==> src/rtl/fms_pkg.sv <==
`timescale 1ns / 1ps
package fms_pkg;
  localparam int POINTS_DEF = 128;
  localparam int MAX_PTS    = 128;
  localparam int DW         = 24;
  localparam int TW         = 16;
  localparam int SAMPLE_W   = 8;
  localparam int LEVEL_W    = 10;
  localparam int BIN_W      = 6;

  typedef logic signed [DW-1:0] data_t;

  // Quarter-wave sine table, Q1.15, 33 entries.
  function automatic logic signed [TW-1:0] qwave(input logic [5:0] k);
    logic signed [TW-1:0] v;
    case (k)
      6'd0: v = 16'sd0;      6'd1: v = 16'sd1608;   6'd2: v = 16'sd3212;
      6'd3: v = 16'sd4808;   6'd4: v = 16'sd6393;   6'd5: v = 16'sd7962;
      6'd6: v = 16'sd9512;   6'd7: v = 16'sd11039;  6'd8: v = 16'sd12540;
      6'd9: v = 16'sd14010;  6'd10: v = 16'sd15447; 6'd11: v = 16'sd16846;
      6'd12: v = 16'sd18205; 6'd13: v = 16'sd19520; 6'd14: v = 16'sd20788;
      6'd15: v = 16'sd22006; 6'd16: v = 16'sd23170; 6'd17: v = 16'sd24279;
      6'd18: v = 16'sd25330; 6'd19: v = 16'sd26320; 6'd20: v = 16'sd27246;
      6'd21: v = 16'sd28106; 6'd22: v = 16'sd28899; 6'd23: v = 16'sd29622;
      6'd24: v = 16'sd30274; 6'd25: v = 16'sd30853; 6'd26: v = 16'sd31357;
      6'd27: v = 16'sd31786; 6'd28: v = 16'sd32138; 6'd29: v = 16'sd32413;
      6'd30: v = 16'sd32610; 6'd31: v = 16'sd32729; 6'd32: v = 16'sd32767;
      default: v = 16'sd0;
    endcase
    return v;
  endfunction

  // sin(2*pi*i/128) for i in 0..63 (first half wave of a 128-point table).
  function automatic logic signed [TW-1:0] sine_rom(input logic [5:0] k);
    logic [5:0] m;
    m = 6'd0 - k;
    return (k <= 6'd32) ? qwave(k) : qwave(m);
  endfunction
endpackage

==> src/rtl/fms_if.sv <==
`timescale 1ns / 1ps
interface fms_in_if;
  logic       valid;
  logic       ready;
  logic [7:0] sample;
  modport source (output valid, output sample, input ready);
  modport sink (input valid, input sample, output ready);
endinterface


==> src/rtl/fms_front.sv <==
`timescale 1ns / 1ps
// Accepts samples, counts the block and queues them with their bit-reversed address.
module fms_front #(
  parameter int POINTS = fms_pkg::POINTS_DEF
) (
  input  logic clk,
  input  logic rst_n,
  fms_in_if.sink in_ch,
  output logic       q_valid,
  input  logic       q_ready,
  output logic [$clog2(POINTS)-1:0] q_addr,
  output logic signed [8:0]         q_data,
  output logic                      q_last
);
  import fms_pkg::*;
  localparam int LB = $clog2(POINTS);
  localparam int QD = 2;

  logic [LB-1:0] cnt_r;
  logic [LB-1:0] qa_r [QD];
  logic [8:0]    qd_r [QD];
  logic          ql_r [QD];
  logic          wp_r, rp_r;
  logic [1:0]    fill_r;
  logic [LB-1:0] rev;
  logic          push, pop;

  always_comb begin
    for (int b = 0; b < LB; b++) rev[b] = cnt_r[LB-1-b];
  end

  assign in_ch.ready = (fill_r != 2'd2);
  assign push = in_ch.valid && in_ch.ready;
  assign q_valid = (fill_r != 2'd0);
  assign pop = q_valid && q_ready;
  assign q_addr = qa_r[rp_r];
  assign q_data = qd_r[rp_r];
  assign q_last = ql_r[rp_r];

  always_ff @(posedge clk) begin
    if (push) begin
      qa_r[wp_r] <= rev;
      qd_r[wp_r] <= {1'b0, in_ch.sample} - 9'd128;
      ql_r[wp_r] <= (cnt_r == LB'(POINTS - 1));
    end
    if (!rst_n) begin
      cnt_r <= '0; wp_r <= 1'b0; rp_r <= 1'b0; fill_r <= 2'd0;
    end else begin
      if (push) begin
        cnt_r <= cnt_r + 1'b1;
        wp_r  <= ~wp_r;
      end
      if (pop) rp_r <= ~rp_r;
      fill_r <= fill_r + {1'b0, push} - {1'b0, pop};
    end
  end
endmodule

==> src/flat_wrapper.sv <==
// flat-port wrapper written by rule: the top's interface ports become plain ports
module fms_front_flat import fms_pkg::*;
#(
  parameter int POINTS = fms_pkg::POINTS_DEF
)
  (clk, rst_n, q_valid, q_ready, q_addr, q_data, q_last, in_ch_valid, in_ch_sample, in_ch_ready);
  fms_in_if in_ch_i ();
  input  logic clk;
  input  logic rst_n;
  output logic q_valid;
  input  logic q_ready;
  output logic [$clog2(POINTS)-1:0] q_addr;
  output logic signed [8:0] q_data;
  output logic q_last;
  input wire logic [$bits(in_ch_i.valid)-1:0] in_ch_valid;
  input wire logic [$bits(in_ch_i.sample)-1:0] in_ch_sample;
  output wire logic [$bits(in_ch_i.ready)-1:0] in_ch_ready;
  assign in_ch_i.valid = in_ch_valid;
  assign in_ch_i.sample = in_ch_sample;
  assign in_ch_ready = in_ch_i.ready;
  fms_front #(.POINTS(POINTS)) u_core (.clk(clk), .rst_n(rst_n), .in_ch(in_ch_i), .q_valid(q_valid), .q_ready(q_ready), .q_addr(q_addr), .q_data(q_data), .q_last(q_last));
endmodule
==> config.mk <==
export PLATFORM = sky130hd
export DESIGN_NAME = fms_front_flat
export DESIGN_NICKNAME = d
export VERILOG_FILES = /design/src/rtl/fms_pkg.sv /design/src/rtl/fms_if.sv /design/src/rtl/fms_front.sv /design/src/flat_wrapper.sv
export SDC_FILE = /design/constraint.sdc
export NUM_CORES = 1
export LEC_CHECK = 0
export BUFFER_PORTS_ARGS = -buffer_cell sky130_fd_sc_hd__clkbuf_2
export CORE_MARGIN = 2
export CORE_UTILIZATION = 58
export DETAILED_ROUTE_END_ITERATION = 12
export HOLD_SLACK_MARGIN = 0.02
export PLACE_DENSITY = 0.87
export SYNTH_ARGS = -nofsm -noshare
export SYNTH_HDL_FRONTEND = slang
export SYNTH_SLANG_ARGS = --single-unit
==> constraint.sdc <==
create_clock -name clk -period 5.1 [get_ports clk]
set_input_delay 1.02 -clock clk [delete_from_list [all_inputs] [get_ports clk]]
set_output_delay 1.02 -clock clk [all_outputs]
set_load 0.02 [all_outputs]
==> reports/qor.txt, run 1 <==
====================================================================================================
Status                                                                                  finished with violations
Violated checks                                                                         design-rule violations
Distinct cell type count of the synthesized netlist                                               32
Global routing's busiest layer                                                                  met2
Number of nets at the end of the flow                                                            167
Min Clock Period, post-route                                                                 2.72 ns
Die extent in y                                                                              58.8 µm
Most frequent standard cell in the layout excluding fill and tap cells                      edfxtp_1
Share of async-settable or async-resettable flops after synthesis                                 0%
Hold_sp                                                                                 u_core.cnt_r[6]
Number of antenna violations at the first check in global routing                                  0
Ratio of cells with drive above 1 in the final layout                                          32.2%
Latest clock arrival within the worst-skew pair                                              0.34 ns
Number of flops mapped to enable cells by yosys                                                   32
Number of optimization iterations in the first detailed-route pass                                 8
Start of the worst register-to-register path                                            u_core.fill_r[0]
Setup total negative slack                                                                      0 ns
Reg-to-reg endpoint                                                                     u_core.qa_r[1][6]
Ys flop type                                                                                edfxtp_1
Combinational group share of total power                                                       26.4%
I/O pins                                                                                          31
Net load switching power                                                                  0.000294 W
Quantity of hold-fixing buffers added after cts                                                    0
Diodes inserted                                                                                    0
Clock share of power                                                                           25.2%
R2r worst-path depth                                                                               3
Met1 layer usage reported by global route                                                      19.0%
Non-filler instance count after layout                                                           183
Number of synthesis warnings                                                                       0
Worst slew margin                                                                              49.3%
Data required time of the worst path                                                         4.08 ns
PnR worst setup slack                                                                        2.38 ns
Unrepaired setup endpoints after global routing                                                   no
Static leakage                                                                              0.780 nW
Share of the core filled with cells                                                            71.9%
Path type of the worst setup path                                                         reg -> out
Leading post-synthesis cells by cell area                                               edfxtp_1 55%, dfxtp_1 14%, mux2_1 6.5%
Final period util                                                                              53.4%
Max Clock Freq                                                                             0.367 GHz
Finish-stage setup viols                                                                           0
Pin count of the biggest net entering global routing                                              17
Class of the tightest hold or removal check                                               reg -> reg
Sinks on Clock Net                                                                                44
Total die area                                                                              3460 µm²
Worst EP arrival                                                                             1.70 ns
Total of max-cap violations                                                                        0
Detailed router's first-iteration violation count                                                 24
PD cells                                                                                  492 nW/µm²
Quantity of I/O buffers inserted on ports                                                         30
Clock root buffer                                                                           clkbuf_4
Layout-stage area growth over the synthesis result                                             15.8%
Post-cts repair resize count                                                                       0
Final Hold Vio Count                                                                               0
GR Layer Usage met3                                                                            7.47%
DR vias/cell                                                                                    5.55
Flop2flop setup slack                                                                        3.42 ns
Wire length after detailed routing                                                           2660 µm
# DRC                                                                                              5
Switching power as a share of total power                                                      29.7%
Num CTS Buffers                                                                                    5
TritonCTS clock tree                                                                            done
Area of the core                                                                            2810 µm²
Site Rows                                                                                         19
Global-route wire length before repair                                                       4300 µm
Commonest non-fill, non-tap cells in the layout                                         32 x edfxtp_1, 30 x clkbuf_2, 12 x dfxtp_1
Area share of the largest cell type after synthesis                                            55.2%
Wire length per cell after detailed routing                                                  14.5 µm
Worst Setup Start Kind                                                                     flip-flop
Final GP Congestion                                                                            0.768
Routed via count                                                                               1,016
Horizontal extent of the die                                                                 58.8 µm
Number of global-route vias before repair                                                      1,007
Cell Count Post-Placement                                                                        176
Fraction of met2 tracks used by global routing                                                 30.2%
End point of the critical path                                                             q_data[7]
Kind of end point of the critical path                                                   output port
Clock-pin slew reported for the worst setup and hold paths after clock tree synthesis        0.12 ns
Slew Limit Fails                                                                                   0
Highest ir drop seen on vdd                                                               0.000351 V
Pre-CTS WS                                                                                   2.75 ns
Antenna-violating nets left                                                                        0
GRT Overall Usage                                                                              17.4%
Post-synthesis sequential area ratio                                                           69.0%
Post-CTS setup buffers                                                                             0
Clock Tree Buf Depth                                                                               2
Slew @ Worst Pin                                                                            0.760 ns
Synthesized net count                                                                            133
Yosys reg bits                                                                                    44
Cell area after synthesis                                                                   1740 µm²
HPWL reported at the end of detailed placement                                               1880 µm
Critical-path maximum fanout                                                                      16
Cells after synthesis                                                                            118
Initial cell density of the core                                                               62.0%
Register share of total power                                                                  48.4%
Yosys top cell by area                                                                      edfxtp_1
Cell-internal power                                                                       0.000697 W
Number of H-tree branching levels                                                                  2
Avg Cell Area, Syn                                                                          14.7 µm²
Leftover overflow at the end of global routing                                                     0
Final worst clock skew                                                                     0.0112 ns
====================================================================================================
==> worst min-delay path by stage <==
stage	endpoint	slack, ns	cells past startpoint
2_1_floorplan	u_core.qa_r[0][0]	0.46	0
3_3_place_gp	u_core.qa_r[0][0]	0.48	0
3_5_place_dp	u_core.qa_r[1][0]	0.52	0
4_1_cts	u_core.qa_r[0][0]	0.52	0
5_1_grt	u_core.qa_r[1][0]	0.54	0
6_report	u_core.qa_r[1][0]	0.52	0
==> flip-flops by register name, summed over array words and instances (netlist names), named ones only <==
register,cells
u_core.cnt_r,7
u_core.fill_r,2
u_core.qa_r,14
u_core.qd_r,16
u_core.ql_r,2
u_core.rp_r,1
u_core.wp_r,1
==> worst max-delay path: stages, from the launching register on <==
cell      delay, ns
dfxtp_1        0.79
mux2_1         0.40
clkbuf_2       0.16
==> stage by stage <==
stage	hold WS (ns)	power, W	cell area, µm²
final	0.525	0.000992	2020
after global routing	0.536	0.00104	2020
after CTS	0.520	0.00100	2020
after detailed placement	0.525	0.000754	1920
after global placement	0.480	0.000741	1920
after floorplan	0.461	0.000676	1740
==> per-layer routing <==
| metal | wire (µm) | up-vias |
|---|---|---|
| met5 | 0 | - |
| met3 | 154 | 5 |
| met2 | 1320 | 27 |
| li1 | - | 507 |
| met1 | 1140 | 477 |
| met4 | 43 | 0 |
==> synth_stat cells, types with 2 or more instances <==
master and number:
a21oi_1 6, and2_1 2, buf_4 2, dfxtp_1 12, edfxtp_1 32, ha_1 3, inv_1 4, mux2_1 10
mux2_2 6, nand2_1 4, nand3_1 2, nor2_1 5, nor3_1 3, o21a_1 2, o21ai_1 3, o31ai_1 3
or3_1 2, or4_1 3
==> cells by family (layout without fill, tap and decap cells) <==
group                      after synthesis  after routing  synth area share, %
DFF                                     44             44                 69.0
and+or+nand+nor                         27             27                 9.06
muxes                                   17             17                 10.9
AOI/OAI and AO/OA                       15             15                 5.18
buffers and inverters                   10             44                 2.66
adders and majority gates                3              3                 2.16
xor gates and xnor gates                 2              2                 1.01
==> layout make-up <==
type,count,area (µm²)
sequential,44,1200
fill,207,790
multi-input combinational,64,498
timing repair buffer,31,158
clock inverter,2,60.1
tap,31,38.8
clock buffer,5,37.5
inverter,6,22.5
==> power by group through the flow <==
stage | clock network [W] | registers, W | logic [W]
global placement | 0 | 0.000484 | 0.000258
finish | 0.000250 | 0.000480 | 0.000262
floorplan | 0 | 0.000465 | 0.000211
global route | 0.000265 | 0.000486 | 0.000287
CTS | 0.000254 | 0.000481 | 0.000267
detailed placement | 0 | 0.000489 | 0.000266
Power figures use the tool's default switching activity.
==> inputs of run 2 (changes only) <==
--- a/config.mk
+++ b/config.mk
@@ -5,12 +5,13 @@
 export SDC_FILE = /design/constraint.sdc
 export NUM_CORES = 1
 export LEC_CHECK = 0
+export ABC_AREA = 1
 export BUFFER_PORTS_ARGS = -buffer_cell sky130_fd_sc_hd__clkbuf_2
 export CORE_MARGIN = 2
-export CORE_UTILIZATION = 58
+export CORE_UTILIZATION = 49
 export DETAILED_ROUTE_END_ITERATION = 12
 export HOLD_SLACK_MARGIN = 0.02
-export PLACE_DENSITY = 0.87
+export PLACE_DENSITY = 0.79
 export SYNTH_ARGS = -nofsm -noshare
 export SYNTH_HDL_FRONTEND = slang
 export SYNTH_SLANG_ARGS = --single-unit
==> constraint.sdc (replaced) <==
create_clock -name clk -period 2.33 [get_ports clk]
set_input_delay 0.466 -clock clk [delete_from_list [all_inputs] [get_ports clk]]
set_output_delay 0.466 -clock clk [all_outputs]
set_load 0.02 [all_outputs]
==> run 2 against run 1 <==
Count of clock-buffer cells in the layout up 2; hold slack worse by 0.22 ns; die area up 19%; largest cell class unchanged; core utilization shrank 13 points; sequential share of layout area increased by 0.19 points; clock skew is 0.0043 ns lower; combinational power grew 130%; clock power is 33% higher; the flow now finishes without violations; register-to-register slack worse by 2.7 ns; synthesized cell count increased by 9.3%; power increased by 97%; highest routed layer unchanged.
==> reports/qor.txt, run 2 <==
====================================================================================================
Status                                                                                  finished clean
Number of H-tree branching levels                                                                  2   unchanged
Distinct cell type count of the synthesized netlist                                               24   -25%
Number of antenna violations at the first check in global routing                                  0   unchanged
Diodes inserted                                                                                    0   unchanged
Yosys reg bits                                                                                    44   unchanged
Final-layout worst hold slack                                                               0.307 ns   -0.218 ns
Cells after synthesis                                                                            129   +9.3%
Critical-path maximum fanout                                                                      16   unchanged
Pin count of the biggest net entering global routing                                              18   +1
Latest clock arrival within the worst-skew pair                                              0.34 ns   about the same
Site Rows                                                                                         21   +2
Quantity of I/O buffers inserted on ports                                                         30   unchanged
Routed length on met2                                                                        1560 µm   +18%
Pre-CTS WS                                                                                  0.615 ns   -2.14 ns
Ys flop type                                                                                edfxtp_1
Number of optimization iterations in the first detailed-route pass                                 4   -4
Worst EP arrival                                                                             1.44 ns   -0.26 ns
Amount of wire on met3 after detailed routing                                                 192 µm   +25%
Max Clock Freq                                                                             0.525 GHz
Data required time of the worst path                                                         1.86 ns   -2.22 ns
WL met1                                                                                      1180 µm   +3.0%
Start of the worst register-to-register path                                            u_core.fill_r[1]
Top Registers                                                                           u_core.qd_r x16, u_core.qa_r x14, u_core.cnt_r x7
Initial cell density of the core                                                               52.1%   -9.9 points
Synthesized net count                                                                            144   +8.3%
Cell area after synthesis                                                                   1770 µm²   +1.5%
Finished Cell Area                                                                          2010 µm²   -0.31%
Antenna-violating nets left                                                                        0   unchanged
Quantity of hold-fixing buffers added after cts                                                    0   unchanged
Filler cells                                                                                     285   +38%
Post-synthesis sequential area ratio                                                           68.0%   -1.0 points
TritonCTS clock tree                                                                            done
Slew @ Worst Pin                                                                            0.313 ns   -0.447 ns
Layout-stage area growth over the synthesis result                                             13.7%
Critical path's largest stage delay                                                          0.38 ns   -0.41 ns
Worst slew margin                                                                              79.1%   +30 points
Unrepaired setup endpoints after global routing                                                   no
Most frequent standard cell in the layout excluding fill and tap cells                      edfxtp_1
Share of the core filled with cells                                                            59.3%   -13 points
Flop2flop setup slack                                                                        0.71 ns   -2.71 ns
Number of nets at the end of the flow                                                            180   +7.8%
Class of the tightest hold or removal check                                                in -> reg
Post-cts repair resize count                                                                       0   unchanged
Number of flops mapped to enable cells by yosys                                                   32   unchanged
Path type of the worst setup path                                                         reg -> out
Final GP Congestion                                                                            0.802   +4.4%
Final Hold Vio Count                                                                               0   unchanged
Commonest non-fill, non-tap cells in the layout                                         32 x edfxtp_1, 30 x clkbuf_2, 17 x nor2_1
I/O pins                                                                                          31   unchanged
Number of global-route vias before repair                                                      1,075   +6.8%
Post-CTS setup buffers                                                                             0   unchanged
PD cells                                                                                  972 nW/µm²   +98%
Routed via count                                                                               1,061   +4.4%
Number of synthesis warnings                                                                       0   unchanged
Total of max-cap violations                                                                        0   unchanged
Flip-flop count of the largest register, all copies and words added                               16   unchanged
Wire length after detailed routing                                                           2980 µm   +12%
Worst Setup Start Kind                                                                     flip-flop
Min Clock Period, post-route                                                                 1.91 ns
Wire length per cell after detailed routing                                                  14.0 µm   -3.4%
Placement-stage cell area                                                                   1960 µm²   +2.2%
Horizontal extent of the die                                                                 64.0 µm   +9.0%
Clock Tree Buf Depth                                                                               2   unchanged
Reg-to-reg endpoint                                                                     u_core.fill_r[1]
Most used standard cell by instance count after synthesis                                   edfxtp_1
Slew Limit Fails                                                                                   0   unchanged
Kind of end point of the critical path                                                   output port
Final period util                                                                              81.8%
Highest metal layer with signal wires                                                           met4
Ratio of cells with drive above 1 in the final layout                                          36.7%   +4.5 points
Highest ir drop seen on vdd                                                               0.000625 V   +78%
Share of async-settable or async-resettable flops after synthesis                                 0%   unchanged
Ordered list of cells on the worst path                                                 buf_4, mux2_2, clkbuf_2
Global-route wire length before repair                                                       4690 µm   +9.0%
Clock-pin slew reported for the worst setup and hold paths after clock tree synthesis        0.12 ns   about the same
Finish-stage setup viols                                                                           0   unchanged
DR vias/cell                                                                                    5.00   -9.9%
Final worst clock skew                                                                    0.00691 ns   -0.00428 ns
# DRC                                                                                              0   -5
HPWL reported at the end of detailed placement                                               2090 µm   +11%
GRT Overall Usage                                                                              15.8%   -1.5 points
Die extent in y                                                                              64.0 µm   +9.0%
Area share of the largest cell type after synthesis                                            54.4%   -0.82 points
Critical-path top delay cell                                                                  mux2_2
Area of the core                                                                            3390 µm²   +21%
Avg Cell Area, Syn                                                                          13.7 µm²   -7.1%
PnR worst setup slack                                                                       0.424 ns   -1.95 ns
Yosys top cell by area                                                                      edfxtp_1
Leftover overflow at the end of global routing                                                     0   unchanged
Leading cell types by count after synthesis                                             32 x edfxtp_1, 17 x nor2_1, 15 x nand2_1, 14 x mux2_2, 12 x dfxtp_1
R2r worst-path depth                                                                               8   +5
Leading post-synthesis cells by cell area                                               edfxtp_1 54%, dfxtp_1 14%, mux2_2 8.9%
Sinks on Clock Net                                                                                44   unchanged
Clock root buffer                                                                           clkbuf_4
Detailed router's first-iteration violation count                                                 14   -42%
Total die area                                                                              4100 µm²   +19%
Setup total negative slack                                                                      0 ns   unchanged
Num CTS Buffers                                                                                    5   unchanged
End point of the critical path                                                             q_data[7]
Static leakage                                                                              0.818 nW   +4.9%
Register with the most flip-flops                                                        u_core.qd_r
====================================================================================================
## run 2: cell count changes after synthesis, sizes merged, moves of 2 or more
cell   previous run  this run
o31ai             3         0
and2              2         0
inv               5         9
nand4             2         0
nor2              5        18
nand3             2         4
nand2             4        18
or3               2         0
or4               3         0
a21oi             6         4
nor3              3         0
## run 2: cells by family after synthesis
family | share of synthesized area [%]
AO/OA/AOI/OAI | 3.90
XOR/XNOR | 0.992
adder cells (fa/ha/maj) | 2.12
buffers and inverters | 4.04
flip-flops | 68.0
multiplexers | 10.6
AND/OR/NAND/NOR | 10.3
## run 2: metrics by stage
step	std cells	power [W]
6_report	212	0.00195
4_1_cts	212	0.00198
3_3_place_gp	204	0.00160
2_1_floorplan	129	0.00147
3_5_place_dp	204	0.00164
5_1_grt	212	0.00206
## run 2: critical path: cells and delay by family, from the launching register on
kind                   cells  cell delay (ns)
flip-flops                 1             0.32
buffers and inverters      2             0.40
multiplexers               1             0.38
## run 2: worst min-delay path by stage
| stage | start | end | slack, ns | cells after the start |
|---|---|---|---|---|
| 2_1_floorplan | u_core.cnt_r[5] | u_core.qa_r[0][1] | 0.45 | 0 |
| 3_3_place_gp | u_core.cnt_r[5] | u_core.qa_r[1][1] | 0.48 | 0 |
| 3_5_place_dp | u_core.cnt_r[5] | u_core.qa_r[0][1] | 0.49 | 0 |
| 4_1_cts | in_ch_sample[6] | u_core.qd_r[1][6] | 0.29 | 1 |
| 5_1_grt | in_ch_sample[6] | u_core.qd_r[1][6] | 0.28 | 1 |
| 6_report | in_ch_sample[6] | u_core.qd_r[1][6] | 0.31 | 1 |
## run 2: routing by layer
| metal | global-route usage, % | vias to the layer above |
|---|---|---|
| li1 | - | 518 |
| met1 | 16.9 | 503 |
| met2 | 27.7 | 35 |
| met3 | 5.63 | 5 |
| met4 | 7.34 | 0 |
| met5 | 0 | - |
## run 2: area by class of cell
type | instances | area [µm²] | share of cell area, %
sequential | 44 | 1200 | 59.8
timing repair buffer | 33 | 173 | 8.59
inverter | 9 | 33.8 | 1.68
tap | 46 | 57.6 | 2.86
multi-input combinational | 72 | 494 | 24.6
clock inverter | 1 | 5.00 | 0.249
clock buffer | 7 | 45.0 | 2.24
## run 2: power by group
| part | total [W] | internal, W | switching, W |
|---|---|---|---|
| registers | 0.00102 | 0.000965 | 0.0000506 |
| clock network | 0.000333 | 0.000118 | 0.000216 |
| logic | 0.000604 | 0.000233 | 0.000370 |
| total | 0.00195 | 0.00132 | 0.000636 |
==> inputs of run 3 (changes only) <==
--- a/config.mk
+++ b/config.mk
@@ -5,13 +5,13 @@
 export SDC_FILE = /design/constraint.sdc
 export NUM_CORES = 1
 export LEC_CHECK = 0
-export ABC_AREA = 1
+export ABC_AREA = 0
 export BUFFER_PORTS_ARGS = -buffer_cell sky130_fd_sc_hd__clkbuf_2
 export CORE_MARGIN = 2
-export CORE_UTILIZATION = 49
+export CORE_UTILIZATION = 54
 export DETAILED_ROUTE_END_ITERATION = 12
 export HOLD_SLACK_MARGIN = 0.02
-export PLACE_DENSITY = 0.79
+export PLACE_DENSITY = 0.83
 export SYNTH_ARGS = -nofsm -noshare
 export SYNTH_HDL_FRONTEND = slang
 export SYNTH_SLANG_ARGS = --single-unit
==> constraint.sdc (replaced) <==
create_clock -name clk -period 1.9 [get_ports clk]
set_input_delay 0.38 -clock clk [delete_from_list [all_inputs] [get_ports clk]]
set_output_delay 0.38 -clock clk [all_outputs]
set_load 0.02 [all_outputs]
==> run 3 against run 2 <==
Global-route usage is 0.64 points higher; hold slack worse by 0.096 ns; clock power is 66% higher; critical path depth stayed put; largest power group unchanged.
==> reports/qor.txt, run 3 (same netlist as run 1, synthesis figures left out) <==
====================================================================================================
Status                                                                                  finished clean
Wire length after detailed routing                                                           2650 µm   -11%
Critical path's largest stage delay                                                          0.35 ns   -0.03 ns
Number of nets at the end of the flow                                                            168   -6.7%
Diodes inserted                                                                                    0   unchanged
Global-route wire length before repair                                                       4280 µm   -8.6%
Data required time of the worst path                                                         1.52 ns   -0.34 ns
Critical-path top delay cell                                                                  mux2_1
Latest clock arrival within the worst-skew pair                                              0.35 ns   about the same
Quantity of I/O buffers inserted on ports                                                         30   unchanged
Number of cells on the critical path                                                               3   unchanged
Initial cell density of the core                                                               57.0%   +4.9 points
Wire length per cell after detailed routing                                                  13.4 µm   -4.6%
Slew @ Worst Pin                                                                            0.762 ns   +0.449 ns
Finished Cell Area                                                                          2030 µm²   +0.81%
Antenna-violating nets left                                                                        0   unchanged
Area of the core                                                                            3050 µm²   -9.9%
Slew Limit Fails                                                                                   0   unchanged
PD cells                                                                                 1260 nW/µm²   +30%
Register share of total power                                                                  48.7%   -3.3 points
Final Hold Vio Count                                                                               0   unchanged
Pre-CTS WS                                                                                  0.225 ns   -0.390 ns
Worst slew margin                                                                              49.2%   -30 points
Switching power as a share of total power                                                      31.1%   -1.5 points
Static leakage                                                                              0.778 nW   -4.9%
Sinks on Clock Net                                                                                44   unchanged
Routed via count                                                                               1,028   -3.1%
Clock Tree Buf Depth                                                                               2   unchanged
GRT Overall Usage                                                                              16.5%   +0.64 points
Max Clock Freq                                                                             0.564 GHz
Worst Setup Start Kind                                                                     flip-flop
Die extent in y                                                                              60.8 µm   -5.1%
Placement-stage cell area                                                                   1940 µm²   -0.89%
Ratio of cells with drive above 1 in the final layout                                          32.5%   -4.3 points
DR vias/cell                                                                                    5.19   +3.7%
I/O pins                                                                                          31   unchanged
Filler cells                                                                                     239   -16%
Unrepaired setup endpoints after global routing                                                   no
Kind of end point of the critical path                                                   output port
Combinational group share of total power                                                       29.6%   -1.3 points
Total of max-cap violations                                                                        0   unchanged
R2r worst-path depth                                                                               3   -5
Non-filler instance count after layout                                                           198   -6.6%
Worst EP arrival                                                                             1.39 ns   -0.05 ns
HPWL reported at the end of detailed placement                                               1860 µm   -11%
Number of cells on the worst hold path                                                             1   unchanged
Clock-pin slew reported for the worst setup and hold paths after clock tree synthesis        0.12 ns   about the same
Final worst clock skew                                                                     0.0107 ns   +0.00377 ns
Critical-path maximum fanout                                                                      16   unchanged
Clock share of power                                                                           21.7%   +4.6 points
Buffer and inverter count on the worst path                                                        2   unchanged
Final period util                                                                              93.3%
Number of H-tree branching levels                                                                  2   unchanged
Cell Count Post-Placement                                                                        190   -6.9%
Num CTS Buffers                                                                                    5   unchanged
Net load switching power                                                                  0.000793 W   +25%
Flip-flop count of the largest register, all copies and words added                               16   unchanged
# DRC                                                                                              0   unchanged
Post-CTS setup buffers                                                                             0   unchanged
Quantity of hold-fixing buffers added after cts                                                    0   unchanged
Register with the most flip-flops                                                        u_core.qd_r
Horizontal extent of the die                                                                 60.8 µm   -5.1%
Commonest non-fill, non-tap cells in the layout                                         32 x edfxtp_1, 30 x clkbuf_2, 12 x dfxtp_1
PnR worst setup slack                                                                       0.127 ns   -0.298 ns
Highest ir drop seen on vdd                                                               0.000695 V   +11%
Critical path's top delay family                                                        multiplexers
Final-layout worst hold slack                                                               0.211 ns   -0.0961 ns
Detailed router's first-iteration violation count                                                 30   +16
Total die area                                                                              3690 µm²   -10%
Leftover overflow at the end of global routing                                                     0   unchanged
Cell-internal power                                                                        0.00176 W   +34%
Layout-stage area growth over the synthesis result                                             16.4%
Pin count of the biggest net entering global routing                                              17   -1
Finish-stage setup viols                                                                           0   unchanged
Top Registers                                                                           u_core.qd_r x16, u_core.qa_r x14, u_core.cnt_r x7
Min Clock Period, post-route                                                                 1.77 ns
TritonCTS clock tree                                                                            done
Site Rows                                                                                         20   -4.8%
Number of antenna violations at the first check in global routing                                  0   unchanged
Number of optimization iterations in the first detailed-route pass                                 4   unchanged
Path type of the worst setup path                                                         reg -> out
Most frequent standard cell in the layout excluding fill and tap cells                      edfxtp_1
Class of the tightest hold or removal check                                                in -> reg
Number of global-route vias before repair                                                      1,070   -0.47%
Ordered list of cells on the worst path                                                 buf_6, mux2_1, clkbuf_2
Clock root buffer                                                                           clkbuf_4
Setup total negative slack                                                                      0 ns   unchanged
Final GP Congestion                                                                            0.817   +1.9%
====================================================================================================
run 3: changes by cell type in the layout (fill, tap and decap cells not counted), sizes merged, moves of 3 or more:
cell,previous run,this run
nand2,18,4
nor2,18,5
inv,9,5
nor3,0,3
o31ai,0,3
or4,0,3
run 3: power groups by stage:
| stage | registers (W) | clock network (W) | logic, W |
|---|---|---|---|
| after CTS | 0.00124 | 0.000572 | 0.000766 |
| after global placement | 0.00125 | 0 | 0.000746 |
| after floorplan | 0.00125 | 0 | 0.000569 |
| after detailed placement | 0.00127 | 0 | 0.000764 |
| after global routing | 0.00126 | 0.000598 | 0.000837 |
| final | 0.00124 | 0.000554 | 0.000754 |
run 3: worst register-to-register path: stages, from the launching register on:
cell and delay, ns:
dfxtp_1 0.36, nor2b_4 0.19, inv_2 0.09, and3_1 0.66
run 3: area by class of cell:
type                       count  area, µm²  area share, %
inverter                       6       22.5           1.11
multi-input combinational     64        498           24.6
sequential                    44       1200           59.3
clock inverter                 3       42.5           2.10
clock buffer                   5       37.5           1.85
timing repair buffer          32        169           8.34
tap                           44       55.1           2.72
run 3: metal layers:
layer	GRT usage [%]	part of all wire (%)	up-vias
met5	0	0	-
met4	9.94	1.9	0
met3	4.48	6.3	7
met2	31.3	52	33
met1	15.4	40	478
li1	-	-	510
run 3: final timing paths:
check	start	endpoint	slack, ns
hold / removal	in_ch_sample[3]	u_core.qd_r[1][3]	0.21
hold reg to reg	u_core.cnt_r[6]	u_core.qa_r[1][0]	0.54
setup / recovery	flip-flop	q_data[8]	0.13
setup reg to reg	u_core.fill_r[1]	u_core.qa_r[1][1]	0.24
run 3: repair_timing:
action,CTS,global route
gates resized for setup,0,1
setup endpoints to repair,0,2
hold endpoints to repair,0,0
run 3: stage by stage:
step / util (%) / power, W
after global routing: 66.4 / 0.00269
after floorplan: - / 0.00182
final: 66.4 / 0.00255
after detailed placement: 63.6 / 0.00203
after global placement: 63.6 / 0.00200
after CTS: 66.2 / 0.00258
